==> src/hdl/url_percent_decoder_defines.svh <==
// Assertion macros for the URL percent decoder.
// Both expect signals clk and arst_n in the scope where they are used.
`ifndef URL_PERCENT_DECODER_DEFINES_SVH
`define URL_PERCENT_DECODER_DEFINES_SVH

// Check that cons holds in the same cycle as ante.
`define UPD_ASSERT_SAME(label, ante, cons) \
	label: assert property (@(posedge clk) disable iff (!arst_n) (ante) |-> (cons)) \
		else $error("url_percent_decoder: assertion failed");

// Check that cons holds in the cycle after ante.
`define UPD_ASSERT_NEXT(label, ante, cons) \
	label: assert property (@(posedge clk) disable iff (!arst_n) (ante) |=> (cons)) \
		else $error("url_percent_decoder: assertion failed");

`endif

==> src/hdl/upd_pkg.sv <==
package upd_pkg;

	localparam logic [7:0] CH_PERCENT = 8'h25;
	localparam logic [7:0] CH_PLUS    = 8'h2B;
	localparam logic [7:0] CH_SPACE   = 8'h20;
	localparam logic [7:0] CH_DIG_0   = 8'h30;
	localparam logic [7:0] CH_DIG_9   = 8'h39;
	localparam logic [7:0] CH_LOW_A   = 8'h61;
	localparam logic [7:0] CH_LOW_F   = 8'h66;
	localparam logic [7:0] CH_UP_A    = 8'h41;
	localparam logic [7:0] CH_UP_F    = 8'h46;
	localparam logic [3:0] HEX_TEN    = 4'd10;

	localparam logic [15:0] MAX_BYTES_RESET = 16'd1024;
	localparam logic [15:0] COUNT_SAT       = 16'hFFFF;

	// Escape phase codes
	localparam logic [1:0] PH_IDLE = 2'd0;
	localparam logic [1:0] PH_HIGH = 2'd1;
	localparam logic [1:0] PH_LOW  = 2'd2;

	typedef struct packed {
		logic [7:0] in_char;
		logic       is_last;
	} item_t;

	typedef struct packed {
		logic [7:0]  out_byte;
		logic        byte_valid;
		logic        done_res;
		logic        status;
		logic [15:0] byte_count;
	} res_t;

	typedef struct packed {
		logic present;
		res_t res;
	} step_res_t;

	typedef struct packed {
		logic       ok;
		logic [3:0] nibble;
	} hex_t;

	function automatic hex_t hex_value(logic [7:0] c);
		hex_t       h;
		logic [7:0] d;
		h = '0;
		d = '0;
		if (c >= CH_DIG_0 && c <= CH_DIG_9) begin
			d = c - CH_DIG_0;
			h.ok = 1'b1;
			h.nibble = d[3:0];
		end else if (c >= CH_LOW_A && c <= CH_LOW_F) begin
			d = c - CH_LOW_A;
			h.ok = 1'b1;
			h.nibble = d[3:0] + HEX_TEN;
		end else if (c >= CH_UP_A && c <= CH_UP_F) begin
			d = c - CH_UP_A;
			h.ok = 1'b1;
			h.nibble = d[3:0] + HEX_TEN;
		end
		return h;
	endfunction

endpackage

==> src/hdl/upd_in_reg.sv <==
module upd_in_reg (
	input  logic                clk,
	input  logic                arst_n,
	input  logic                in_valid,
	output logic                in_ready,
	input  logic [7:0]          in_char,
	input  logic                is_last,
	input  logic                advance,
	output logic                item_valid,
	output upd_pkg::item_t      item
);

	logic           valid_s1;
	upd_pkg::item_t item_s1;

	// take a new word whenever none is held or the held one leaves this cycle
	assign in_ready = !valid_s1 || advance;

	always_ff @(posedge clk or negedge arst_n) begin
		if (!arst_n) begin
			valid_s1 <= 1'b0;
		end else if (in_ready) begin
			valid_s1 <= in_valid;
		end
	end

	always_ff @(posedge clk) begin
		if (in_ready && in_valid) begin
			item_s1.in_char <= in_char;
			item_s1.is_last <= is_last;
		end
	end

	assign item_valid = valid_s1;
	assign item       = item_s1;

endmodule

==> src/hdl/upd_core.sv <==
module upd_core (
	input  logic                 clk,
	input  logic                 arst_n,
	input  logic                 advance,
	input  upd_pkg::item_t       item,
	input  logic [15:0]          max_bytes,
	output upd_pkg::step_res_t   step
);

	logic [1:0]  phase_q;
	logic [7:0]  acc_q;
	logic [15:0] count_q;
	logic        halted_q;
	logic        err_q;

	logic [1:0]  phase_n;
	logic [7:0]  acc_n;
	logic [15:0] count_n;
	logic        halted_n;
	logic        err_n;
	logic        emit;
	logic [7:0]  byte_v;
	upd_pkg::hex_t hex;

	always_comb begin
		hex      = upd_pkg::hex_value(item.in_char);
		phase_n  = phase_q;
		acc_n    = acc_q;
		halted_n = halted_q;
		err_n    = err_q;
		emit     = 1'b0;
		byte_v   = '0;

		if (!err_q && !halted_q) begin
			if (phase_q == upd_pkg::PH_HIGH || phase_q == upd_pkg::PH_LOW) begin
				if (!hex.ok) begin
					err_n   = 1'b1;
					phase_n = upd_pkg::PH_IDLE;
				end else begin
					acc_n = {acc_q[3:0], hex.nibble};
					if (phase_q == upd_pkg::PH_HIGH) begin
						phase_n = upd_pkg::PH_LOW;
					end else begin
						byte_v  = acc_n;
						emit    = 1'b1;
						phase_n = upd_pkg::PH_IDLE;
					end
				end
			end else begin
				// limit is checked only where a new sequence starts
				phase_n = upd_pkg::PH_IDLE;
				if (count_q >= max_bytes) begin
					halted_n = 1'b1;
				end else if (item.in_char == upd_pkg::CH_PERCENT) begin
					phase_n = upd_pkg::PH_HIGH;
					acc_n   = '0;
				end else if (item.in_char == upd_pkg::CH_PLUS) begin
					byte_v = upd_pkg::CH_SPACE;
					emit   = 1'b1;
				end else begin
					byte_v = item.in_char;
					emit   = 1'b1;
				end
			end
		end

		// flush an unfinished escape at the end of the string
		if (item.is_last && !err_n &&
		    (phase_n == upd_pkg::PH_HIGH || phase_n == upd_pkg::PH_LOW)) begin
			byte_v  = acc_n;
			emit    = 1'b1;
			phase_n = upd_pkg::PH_IDLE;
		end

		count_n = (emit && count_q != upd_pkg::COUNT_SAT) ? count_q + 16'd1 : count_q;

		step.present        = emit || item.is_last;
		step.res.out_byte   = emit ? byte_v : 8'd0;
		step.res.byte_valid = emit;
		step.res.done_res   = item.is_last;
		step.res.status     = item.is_last && err_n;
		step.res.byte_count = (item.is_last && !err_n) ? count_n : 16'd0;
	end

	always_ff @(posedge clk or negedge arst_n) begin
		if (!arst_n) begin
			phase_q  <= upd_pkg::PH_IDLE;
			acc_q    <= '0;
			count_q  <= '0;
			halted_q <= 1'b0;
			err_q    <= 1'b0;
		end else if (advance) begin
			if (item.is_last) begin
				phase_q  <= upd_pkg::PH_IDLE;
				acc_q    <= '0;
				count_q  <= '0;
				halted_q <= 1'b0;
				err_q    <= 1'b0;
			end else begin
				phase_q  <= phase_n;
				acc_q    <= acc_n;
				count_q  <= count_n;
				halted_q <= halted_n;
				err_q    <= err_n;
			end
		end
	end

endmodule

==> src/hdl/url_percent_decoder.sv <==
// Streaming URL percent decoder. Feed one character per input word with
// is_last on the final character of a string; '%hh' (either case) becomes one
// byte, '+' becomes a space and everything else passes through. A bad escape
// makes the done word report status 1 and byte_count 0; bytes already sent
// stay sent. Once max_output_bytes (cfg_wdata, written by cfg_we, reset 1024)
// bytes are out, later characters are dropped until is_last. A non-last word
// yields an output word only when it completes a byte; the last word always
// yields one, carrying done_res, status and byte_count. Throughput is one word
// per cycle unless the output stalls: the per-string state (escape phase,
// nibble, count, flags) is updated by one short step between the input and
// output registers. An accepted word waits in the input register until the
// output register is free or draining, then loads it if it yields output.
// Only output backpressure stalls the input; write the limit only while idle.
`include "url_percent_decoder_defines.svh"

module url_percent_decoder (
	input  logic        clk,
	input  logic        arst_n,
	input  logic        in_valid,
	output logic        in_ready,
	input  logic [7:0]  in_char,
	input  logic        is_last,
	output logic        out_valid,
	input  logic        out_ready,
	output logic [7:0]  out_byte,
	output logic        byte_valid,
	output logic        done_res,
	output logic        status,
	output logic [15:0] byte_count,
	input  logic        cfg_we,
	input  logic [15:0] cfg_wdata
);

	logic               item_valid;
	upd_pkg::item_t     item;
	upd_pkg::step_res_t step;
	logic               advance;
	logic               load;
	logic [15:0]        max_q;
	logic               valid_s2;
	upd_pkg::res_t      res_s2;

	// advance the held character when the output stage is free or draining
	assign advance = item_valid && (!valid_s2 || out_ready);
	assign load    = advance && step.present;

	upd_in_reg u_in (
		.clk        (clk),
		.arst_n     (arst_n),
		.in_valid   (in_valid),
		.in_ready   (in_ready),
		.in_char    (in_char),
		.is_last    (is_last),
		.advance    (advance),
		.item_valid (item_valid),
		.item       (item)
	);

	upd_core u_core (
		.clk       (clk),
		.arst_n    (arst_n),
		.advance   (advance),
		.item      (item),
		.max_bytes (max_q),
		.step      (step)
	);

	// byte limit register
	always_ff @(posedge clk or negedge arst_n) begin
		if (!arst_n) begin
			max_q <= upd_pkg::MAX_BYTES_RESET;
		end else if (cfg_we) begin
			max_q <= cfg_wdata;
		end
	end

	// output register: hold until taken, refill in the same cycle it drains
	always_ff @(posedge clk or negedge arst_n) begin
		if (!arst_n) begin
			valid_s2 <= 1'b0;
		end else if (load) begin
			valid_s2 <= 1'b1;
		end else if (out_ready) begin
			valid_s2 <= 1'b0;
		end
	end

	always_ff @(posedge clk) begin
		if (load) begin
			res_s2 <= step.res;
		end
	end

	assign out_valid  = valid_s2;
	assign out_byte   = res_s2.out_byte;
	assign byte_valid = res_s2.byte_valid;
	assign done_res   = res_s2.done_res;
	assign status     = res_s2.status;
	assign byte_count = res_s2.byte_count;

	// a failed string reports no bytes
	`UPD_ASSERT_SAME(a_err_zero_count, out_valid && done_res && status, byte_count == 16'd0)
	// a word without done always carries a byte
	`UPD_ASSERT_SAME(a_mid_has_byte, out_valid && !done_res, byte_valid)
	// status is only ever reported on the done word
	`UPD_ASSERT_SAME(a_status_done, out_valid && status, done_res)
	// the input stalls only behind a stalled output word
	`UPD_ASSERT_SAME(a_stall_cause, item_valid && !in_ready, out_valid && !out_ready)

endmodule
==> config.mk <==
export PLATFORM = sky130hd
export DESIGN_NAME = url_percent_decoder
export DESIGN_NICKNAME = d
export VERILOG_FILES = /design/src/hdl/upd_pkg.sv /design/src/hdl/upd_in_reg.sv /design/src/hdl/upd_core.sv /design/src/hdl/url_percent_decoder.sv
export VERILOG_INCLUDE_DIRS = /design/src /design/src/hdl
export SDC_FILE = /design/constraint.sdc
export NUM_CORES = 1
export LEC_CHECK = 0
export ABC_AREA = 1
export BUFFER_PORTS_ARGS = -buffer_cell sky130_fd_sc_hd__buf_2
export CAP_MARGIN = 10
export CELL_PAD_IN_SITES_DETAIL_PLACEMENT = 0
export CELL_PAD_IN_SITES_GLOBAL_PLACEMENT = 1
export CORE_ASPECT_RATIO = 1.4
export CORE_MARGIN = 3
export CORE_UTILIZATION = 36
export CTS_BUF_LIST = sky130_fd_sc_hd__clkbuf_16
export CTS_CLUSTER_DIAMETER = 200
export CTS_CLUSTER_SIZE = 16
export DETAILED_ROUTE_END_ITERATION = 10
export PLACE_DENSITY_LB_ADDON = 0.3
export SETUP_SLACK_MARGIN = 0.05
export SYNTH_ARGS = -nofsm -noshare
export SYNTH_HDL_FRONTEND = slang
export SYNTH_SLANG_ARGS = --single-unit
==> constraint.sdc <==
create_clock -name clk -period 7.3 [get_ports clk]
set_input_delay 0.73 -clock clk [delete_from_list [all_inputs] [get_ports clk]]
set_output_delay 0.73 -clock clk [all_outputs]
set_load 0.01 [all_outputs]
Word level (Yosys, flattened, before mapping)
Cells that the tools add are included.
{ "totals": {"input_bits": 30, "regBits": 82} }
{ "classes": {"mux": 44, "n_lt_le_gt_ge": 7, "n_eq_ne": 8, "addsub": 6, "reduce_logical": 25} }
{ "ops": {"columns": ["operator", "n"], "rows": [
  ["2-to-1 mux 8 bit", 14],
  ["2-to-1 mux 16 bit", 2],
  ["2-to-1 mux 1 bit", 18],
  ["adder 16 x 1 -> 16 bit, second input constant", 1],
  ["equality test 8 x 6 -> 1 bit, second input constant", 2],
  ["greater-or-equal comparator 16 bit", 1],
  ["greater-or-equal comparator 8 x 7 -> 1 bit, second input constant", 2],
  ["<= comparator 8 x 7 -> 1 bit, second input constant", 2],
  ["inequality test 16 bit, second input constant", 1],
  ["2-to-1 mux 5 bit", 3],
  ["2-to-1 mux 2 bit", 7],
  ["subtractor 4 x 1 -> 4 bit, second input constant", 3],
  ["logical AND 1 bit", 11],
  ["adder 4 bit, second input constant", 2],
  ["greater-or-equal comparator 8 x 6 -> 1 bit, second input constant", 1],
  ["<= comparator 8 x 6 -> 1 bit, second input constant", 1],
  ["nonzero test 2 bit", 3],
  ["logical NOT 1 bit", 5],
  ["logical OR 1 bit", 5],
  ["equality test 2 x 1 -> 1 bit, second input constant", 2],
  ["equality test 2 bit, second input constant", 2],
  ["AND reduction 4 bit", 1],
  ["inequality test 2 bit, second input constant", 1]
]} }

Logic depth before layout (Yosys ltp)
Gate-level depths: netlist (run 1).
{ "depth": {"ltp_word": 15, "mapped_depth": 21, "mapped_depth_nobuf": 20} }

By module
Synthesis (run 1) repeated with hierarchy kept, for this count alone.
{ "unflattened": {"cells_unflattened": 594, "hier_area_um2": 4829.6} }
{ "modules_own_cells": {"columns": ["mod", "area_each_um2", "cells_each", "seq_area_each_um2", "instances"], "rows": [
  ["upd_core", 2996.6, 476, 700.7, 1],
  ["url_percent_decoder", 1517.7, 103, 1237.4, 1],
  ["upd_in_reg", 315.3, 15, 295.3, 1]
]} }

Worst setup path before layout (run 1)
OpenSTA, ideal clock, no wires.
{ "synth_timing": {"path_type": "register to register", "start": "reg max_q[10]", "end": "reg res_s2, in the netlist byte_count[0] (enable)", "required_time_ps": 6851, "arrival_ps": 3467, "path_slack_ps": 3384, "synth_period_minus_slack_ps": 3916, "stages_incl_launch_ff": 13, "path_cell_list": "dfstp_2 inv_1 ha_1 nand2_1 inv_1 nand2_1 a21oi_1 nor2_1 and2_1 nand3_1 o21ai_2 inv_2 o21ai_0"} }
{ "synth_via": {"elab_chain_cells": 10, "word_cells_on_any_way": 14, "cone_classes": "order compare (1); eq/ne (2); mux (7); reduce/logical (4)"} }
{ "synth_lines": {"columns": ["item", "line_no", "text"], "rows": [
  ["start, declared", "url_percent_decoder.sv:39", "logic [15:0] max_q;"],
  ["start signal, assigned", "url_percent_decoder.sv:71", "max_q <= upd_pkg::MAX_BYTES_RESET;"],
  ["start signal, assigned", "url_percent_decoder.sv:73", "max_q <= cfg_wdata;"],
  ["greater-or-equal comparator 16 bit *", "upd_core.sv:52", "if (count_q >= max_bytes) begin"],
  ["2-to-1 mux 2 bit", "upd_core.sv:52", null],
  ["2-to-1 mux 2 bit", "upd_core.sv:35", "if (phase_q == upd_pkg::PH_HIGH || phase_q == upd_pkg::PH_LOW) begin"],
  ["2-to-1 mux 2 bit", "upd_core.sv:34", "if (!err_q && !halted_q) begin"],
  ["equality test 2 x 1 -> 1 bit / equality test 2 bit (equally long branches)", "upd_core.sv:69", "(phase_n == upd_pkg::PH_HIGH || phase_n == upd_pkg::PH_LOW)) begin"],
  ["logical OR 1 bit", "upd_core.sv:69", null],
  ["logical AND 1 bit", "upd_core.sv:68", "if (item.is_last && !err_n &&"],
  ["2-to-1 mux 1 bit *", "upd_core.sv:68", null],
  ["logical OR 1 bit *", "upd_core.sv:77", "step.present = emit || item.is_last;"],
  ["logical AND 1 bit *", "url_percent_decoder.sv:45", "assign load = advance && step.present;"],
  ["named net load", "url_percent_decoder.sv:38", "logic load;"],
  ["end signal, assigned", "url_percent_decoder.sv:90", "res_s2 <= step.res;"],
  ["end, declared", "url_percent_decoder.sv:41", "upd_pkg::res_t res_s2;"]
]} }
Mark *: on every way through the listed nets, which the timed path passes. The rest lies on a longest branch.
A chain may end at the register's enable or synchronous reset.

Final worst setup path (run 1)
{ "layout_timing": {"start": "reg u_core.phase_q[0]", "end": "reg res_s2, in the netlist byte_count[13], data pin"} }
{ "layout_via": {"elab_chain_cells": 11, "word_cells_on_any_way": 22, "cone_classes": "eq/ne (4); mux (12); reduce/logical (6)"} }
{ "layout_lines": {"columns": ["item", "line_no", "text"], "rows": [
  ["start, declared", "upd_core.sv:10", "logic [1:0] phase_q;"],
  ["start signal, assigned", "upd_core.sv:87", "phase_q <= upd_pkg::PH_IDLE;"],
  ["start signal, assigned", "upd_core.sv:94", "phase_q <= upd_pkg::PH_IDLE;"],
  ["start signal, assigned", "upd_core.sv:100", "phase_q <= phase_n;"],
  ["equality test 2 x 1 -> 1 bit", "upd_core.sv:35, upd_core.sv:41", null],
  ["2-to-1 mux 2 bit", "upd_core.sv:41", "if (phase_q == upd_pkg::PH_HIGH) begin"],
  ["2-to-1 mux 2 bit", "upd_core.sv:36", "if (!hex.ok) begin"],
  ["2-to-1 mux 2 bit", "upd_core.sv:35", null],
  ["2-to-1 mux 2 bit", "upd_core.sv:34", null],
  ["equality test 2 x 1 -> 1 bit / equality test 2 bit (equally long branches)", "upd_core.sv:69", null],
  ["logical OR 1 bit", "upd_core.sv:69", null],
  ["logical AND 1 bit", "upd_core.sv:68", null],
  ["2-to-1 mux 1 bit", "upd_core.sv:68", null],
  ["logical AND 1 bit", "upd_core.sv:75", "count_n = (emit && count_q != upd_pkg::COUNT_SAT) ? count_q + 16'd1 : count_q;"],
  ["2-to-1 mux 16 bit", "upd_core.sv:75", null]
]} }
Several ways; a longest one is shown, not always the timed one.

==> flow_summary_export.csv, run 1 <==
group,metric,value,unit
run_status,outcome,"complete, no violations",
final_layout,area_delta_synth_final,14.7,%
synthesis,yosysSeqAreaShare,0.478,
synthesis,avgSynthCellArea,8.33,um^2
timing,maxSlewHeadroom,0.282,
final_layout,layout_commonest_cell,"nand2_1",
floorplanning,io_pins,59,
timing,worstMarginPinSlew,1070,ps
clocking,clk_latency,340,ps
synthesis,synth_cell_type_count,42,
floorplanning,die_w,102,um
worst_setup_path,crit_required,7360,ps
timing,grt_setup_unrepaired,"false",
synthesis,synth-seq-cells,82,
clocking,clk_pin_slew,60,ps
final_layout,diodes,0,
clocking,cts_setup_buffers,0,
synthesis,synth_warnings,0,
synthesis,synth-edff-count,36,
worst_setup_path,crit_type,"reg2reg",
final_layout,nNetsFinal,670,
global_route,grt_pass1_wl,18800,um
routing,vias_per_cell,5.00,
clocking,cts_buffers,9,
global_route,grt_use_total,0.169,
routing,postRouteAntennaNets,0,
placement,port_buffers,58,
routing,wl_per_cell,14.8,um
synthesis,synth_area,0.00467,mm^2
timing,period_share,0.375,
power_and_ir_drop,ir_worst_vdd,129,uV
clocking,cts_resized,0,
power_and_ir_drop,p_per_area,237,mW/mm^2
clocking,cts_hold_buf,0,
global_route,grt_pass1_vias,3872,
placement,hpwl,8540,um
hold_path,hp-class,"reg2reg",
routing,firstDrtPassIters,4,
clocking,htreeDepth,3,
final_layout,layout_common_cells,"nand2_1, inv_1, buf_2",
global_route,gr-total-overflow,0,
routing,wirelength,11400,um
worst_setup_path,arrival,2800,ps
timing,period_needed,2740,ps
worst_setup_path,critPathLaunchType,"flop",
clocking,cts_root_buffer,"clkbuf_16",
floorplanning,dieArea,0.0144,mm^2
global_route,grt_max_degree,47,
floorplanning,core.rowCount,48,
clocking,cts.sinks,82,
clocking,cts_tree,"built",
clocking,clockBufferDepth,2,
synthesis,synthCells,561,
power_and_ir_drop,p_leak,2.65,nW
timing,setup_tns,0,ps
synthesis,syn-num-nets,613,
floorplanning,fp.dieH,141,um
worst_setup_path,crit_fanout,21,
timing,setup_violations,0,
timing,maxSlewViolCount,0,
floorplanning,fp.coreArea,0.0125,mm^2
routing,post-route-drc-count,0,
routing,vias,3864,
floorplanning,initial_core_util,0.374,
timing,clock_skew,6.23,ps
placement,place_congestion,0.880,
global_route,antenna_found_initial,0,
timing,clock.fmax,365,MHz
final_layout,final_util,0.429,
synthesis,synth_ff_type,"dfrtp_1",
job,maxCapViolations,0,
final_layout,drive_gt1_frac,0.173,
timing,hold_viol_final,0,
synthesis,synthArstFlopShare,0.561,
routing,drt-initial-drc-count,137,
worst_setup_path,endpoint_kind,"flop",
==> cells in the mapped netlist, drive strengths merged, types with 7 or more instances <==
master | n | area share
a21oi | 24 | 0.026
nor3 | 7 | 0.0075
o22ai | 9 | 0.012
nand2 | 179 | 0.15
clkbuf | 7 | 0.0064
inv | 77 | 0.062
edfxtp | 36 | 0.23
nor2 | 31 | 0.029
ha | 22 | 0.059
o21ai | 42 | 0.046
xor2 | 8 | 0.015
nand3 | 44 | 0.052
dfrtp | 45 | 0.24
==> cell type report <==
class | instances | area [um^2]
flip-flops and latches | 82 | 2230
clock buffers | 9 | 225
well taps | 150 | 188
clock inverters | 7 | 60.1
inverters | 77 | 289
fillers | 1286 | 7130
repair buffers | 60 | 305
multi-input cells | 388 | 2060
==> flip-flops by register name (all words and copies together) (netlist names) <==
register	flops
byte_count	16
byte_valid	1
done_res	1
max_q	16
out_byte	8
out_valid	1
status	1
u_core.acc_q	8
u_core.count_q	16
u_core.err_q	1
u_core.halted_q	1
u_core.phase_q	2
u_in.item	9
u_in.item_valid	1
==> cell families after synthesis <==
family / after synthesis / share of synthesized area
flops: 82 / 0.478
mux: 1 / 0.00241
xor+xnor: 11 / 0.0206
simple gates: 269 / 0.254
compound gates: 85 / 0.103
buf+inv: 91 / 0.0830
fa+ha+maj: 22 / 0.0589
==> worst paths after layout <==
| check | start | to | slack [ps] | cells after the start |
|---|---|---|---|---|
| min reg2reg | u_core.acc_q[5] | u_core.acc_q[5] | 490 | 2 |
| max in group asynchronous | arst_n | u_core.acc_q[5] | 6060 | 1 |
| min in group asynchronous | arst_n | max_q[4] | 590 | 1 |
| max | u_core.phase_q[0] | byte_count[13] | 4560 | 11 |
| min | u_core.acc_q[5] | u_core.acc_q[5] | 490 | 2 |
| max reg2reg | u_core.phase_q[0] | byte_count[13] | 4560 | 11 |
==> per-layer routing <==
metal	GRT usage	routed length, um	vias to the layer above	share of wire
met3	0.0297	334	22	0.029
met4	0.0719	327	0	0.029
li1	-	-	1949	-
met1	0.176	4290	1813	0.38
met5	0	0	-	0
met2	0.322	6480	80	0.57
==> critical path, stage by stage, from the launching register on <==
cell and delay (ps):
dfrtp_1 400, ha_1 330, inv_1 240, nand2_1 130, nor2_1 270, inv_2 180, o21ai_2 160, inv_2 80
nand2_4 220, nand2_4 210, nand2_2 120, a21oi_1 80
==> metrics by stage <==
step | setup slack (ps) | hold WS (ps) | instance area, um^2 | total power [W] | instances
2_1_floorplan | 3380 | 434 | 4670 | 0.000743 | 561
6_report | 4560 | 493 | 5360 | 0.00127 | 773
3_3_place_gp | 4550 | 468 | 5070 | 0.000837 | 757
5_1_grt | 4300 | 523 | 5360 | 0.00134 | 773
3_5_place_dp | 4450 | 477 | 5070 | 0.000846 | 757
4_1_cts | 4550 | 494 | 5360 | 0.00129 | 773
==> report_power, final <==
part           total (W)  switching, W  leakage, nW  internal (W)
sequential      0.000586     0.0000302        0.958      0.000556
clock           0.000443      0.000183        0.132      0.000260
combinational   0.000244      0.000163         1.56     0.0000812
total            0.00127      0.000376         2.65      0.000897
No activity file was read; power rests on OpenSTA's default activity.
==> run 2, diff against run 1 <==
Clock period 7.3 ns to 2.7 ns, I/O delays scaled along.
==> run 2 against run 1 <==
Compared with the run above: die area unchanged; final area up 6.2%; final cell count increased by 3.6%; routed wire length up 5.5%; global-route usage grew 0.74 points; worst setup slack worse by 4400 ps; register-to-register slack got worse by 4400 ps; sequential share of layout area is 2.4 points lower; highest routed layer unchanged; first-iteration DRC count grew 40%.
==> flow_summary_export.csv, run 2 (synthesis gave the netlist of run 1 again) <==
group,metric,value,unit
power_and_ir_drop,p_sw,0.00106,W
power_and_ir_drop,seqPwrFrac,0.434,
routing,postRouteAntennaNets,0,
power_and_ir_drop,p_per_area,635,mW/mm^2
worst_setup_path,path_delay_family,"simple AND/OR/NAND/NOR gates",
timing,period_share,0.937,
timing,setup_violations,0,
final_layout,layout_common_cells,"nand2_1, inv_1, buf_2",
job,maxCapViolations,0,
clocking,cts_root_buffer,"clkbuf_16",
global_route,antenna_found_initial,0,
clocking,cts_hold_buf,0,
final_layout,fillers,1253,
clocking,clk_latency,340,ps
final_layout,nNetsFinal,698,
clocking,cts_buffers,9,
global_route,gr-total-overflow,0,
timing,hold_viol_final,0,
run_status,outcome,"complete, no violations",
final_layout,drive_gt1_frac,0.227,
worst_setup_path,worstPathCellList,"buf_4, ha_1, o21ai_1, nand2_1, nand2_2, nand2_1, nand2_2, nor2_2, inv_2, o21ai_2, inv_4, nand2_8, buf_4, nand3_1, a21oi_1",
power_and_ir_drop,power_frac_comb,0.203,
clocking,cts.sinks,82,
final_layout,layout_commonest_cell,"nand2_1",
timing,clock.fmax,395,MHz
worst_setup_path,crit_fanout,8,
power_and_ir_drop,clkPwrFrac,0.363,
final_layout,diodes,0,
floorplanning,initial_core_util,0.374,
routing,firstDrtPassIters,5,
placement,place_congestion,0.950,
worst_setup_path,max_stage_delay,450,ps
floorplanning,dieArea,0.0144,mm^2
timing,setup_tns,0,ps
power_and_ir_drop,ir_worst_vdd,292,uV
routing,drt-initial-drc-count,192,
worst_setup_path,path_buf_inv,4,
timing,period_needed,2530,ps
clocking,clockBufferDepth,2,
worst_setup_path,crit_type,"reg2reg",
timing,clock_skew,6.23,ps
clocking,clk_pin_slew,60,ps
worst_setup_path,endpoint_kind,"flop",
worst_setup_path,critPathLaunchType,"flop",
placement,port_buffers,58,
final_layout,area_delta_synth_final,21.7,%
floorplanning,fp.coreArea,0.0125,mm^2
timing,grt_setup_unrepaired,"true",
routing,vias,3980,
clocking,cts_tree,"built",
hold_path,hp-class,"in2async",
power_and_ir_drop,netSwitchingFraction,0.293,
worst_setup_path,crit_required,2750,ps
floorplanning,io_pins,59,
placement,hpwl,9170,um
timing,worst_hold_slack,11.1,ps
global_route,grt_max_degree,33,
routing,wirelength,12100,um
power_and_ir_drop,p_leak,2.84,nW
timing,maxSlewHeadroom,0.475,
floorplanning,die_w,102,um
routing,wl_per_cell,15.1,um
power_and_ir_drop,p_int,0.00256,W
global_route,grt_pass1_vias,3938,
floorplanning,core.rowCount,48,
timing,worstMarginPinSlew,788,ps
floorplanning,fp.dieH,141,um
routing,post-route-drc-count,0,
global_route,grt_pass1_wl,19600,um
timing,maxSlewViolCount,0,
worst_setup_path,cp_slowest_cell,"edfxtp_1",
global_route,grt_use_total,0.177,
clocking,htreeDepth,3,
routing,vias_per_cell,4.97,
worst_setup_path,arrival,2580,ps
## run 2: changes by cell type in the layout (fill, tap and decap cells not counted), sizes merged
cell      previous run  this run
inv                 77        78
clkbuf               9        12
clkinvlp             2         0
buf                 60        87
clkinv               4         3
bufinv               1         0
nand2              179       180
## run 2: routing by layer
| layer | up-vias | routed length, um | global-route usage |
|---|---|---|---|
| li1 | 2013 | - | - |
| met1 | 1865 | 4550 | 0.188 |
| met2 | 78 | 6710 | 0.329 |
| met3 | 24 | 335 | 0.0297 |
| met4 | 0 | 471 | 0.0822 |
| met5 | - | 0 | 0 |
## run 2: final timing paths
kind | depth (start not counted) | start | slack, ps | to
hold reg to reg | 2 | u_core.acc_q[4] | 480 | u_core.acc_q[4]
min in group clk | 1 | in_char[4] | 100 | u_in.item[5]
setup / recovery | 15 | u_in.item[1] | 170 | byte_count[11]
setup reg to reg | 15 | u_in.item[1] | 170 | byte_count[11]
hold / removal | 1 | arst_n | 10 | max_q[2]
max in group asynchronous | 2 | arst_n | 2040 | u_core.count_q[9]
## run 2: power by group through the flow
| stage | clock network (W) | logic (W) | registers, W |
|---|---|---|---|
| 6_report | 0.00131 | 0.000733 | 0.00157 |
| 3_3_place_gp | 0 | 0.000732 | 0.00159 |
| 5_1_grt | 0.00139 | 0.000829 | 0.00159 |
| 2_1_floorplan | 0 | 0.000364 | 0.00165 |
| 3_5_place_dp | 0 | 0.000741 | 0.00159 |
| 4_1_cts | 0.00134 | 0.000744 | 0.00157 |
## run 2: what timing repair did
| action | CTS | global route |
|---|---|---|
| buffers inserted | 0 | 8 |
| endpoints found under the setup margin | 0 | 70 |
| resized for setup | 0 | 15 |
## run 2: stage by stage
step	total power [W]	area [um^2]	worst slack, ps	cells	utilization
floorplan	0.00201	4680	287	561	-
global placement	0.00232	5230	144	776	0.419
detailed placement	0.00234	5230	105	776	0.419
CTS	0.00366	5560	76.7	792	0.445
global route	0.00381	5690	27.1	801	0.455
finish	0.00361	5690	170	801	0.455
## run 2: layout make-up
class | count | area, um^2 | area share
Inverter | 77 | 292 | 0.0512
Timing Repair Buffer | 87 | 533 | 0.0937
Sequential cell | 82 | 2230 | 0.393
Multi-Input combinational cell | 389 | 2120 | 0.372
Clock buffer | 12 | 300 | 0.0528
Clock inverter | 4 | 26.3 | 0.00462
Tap cell | 150 | 188 | 0.0330
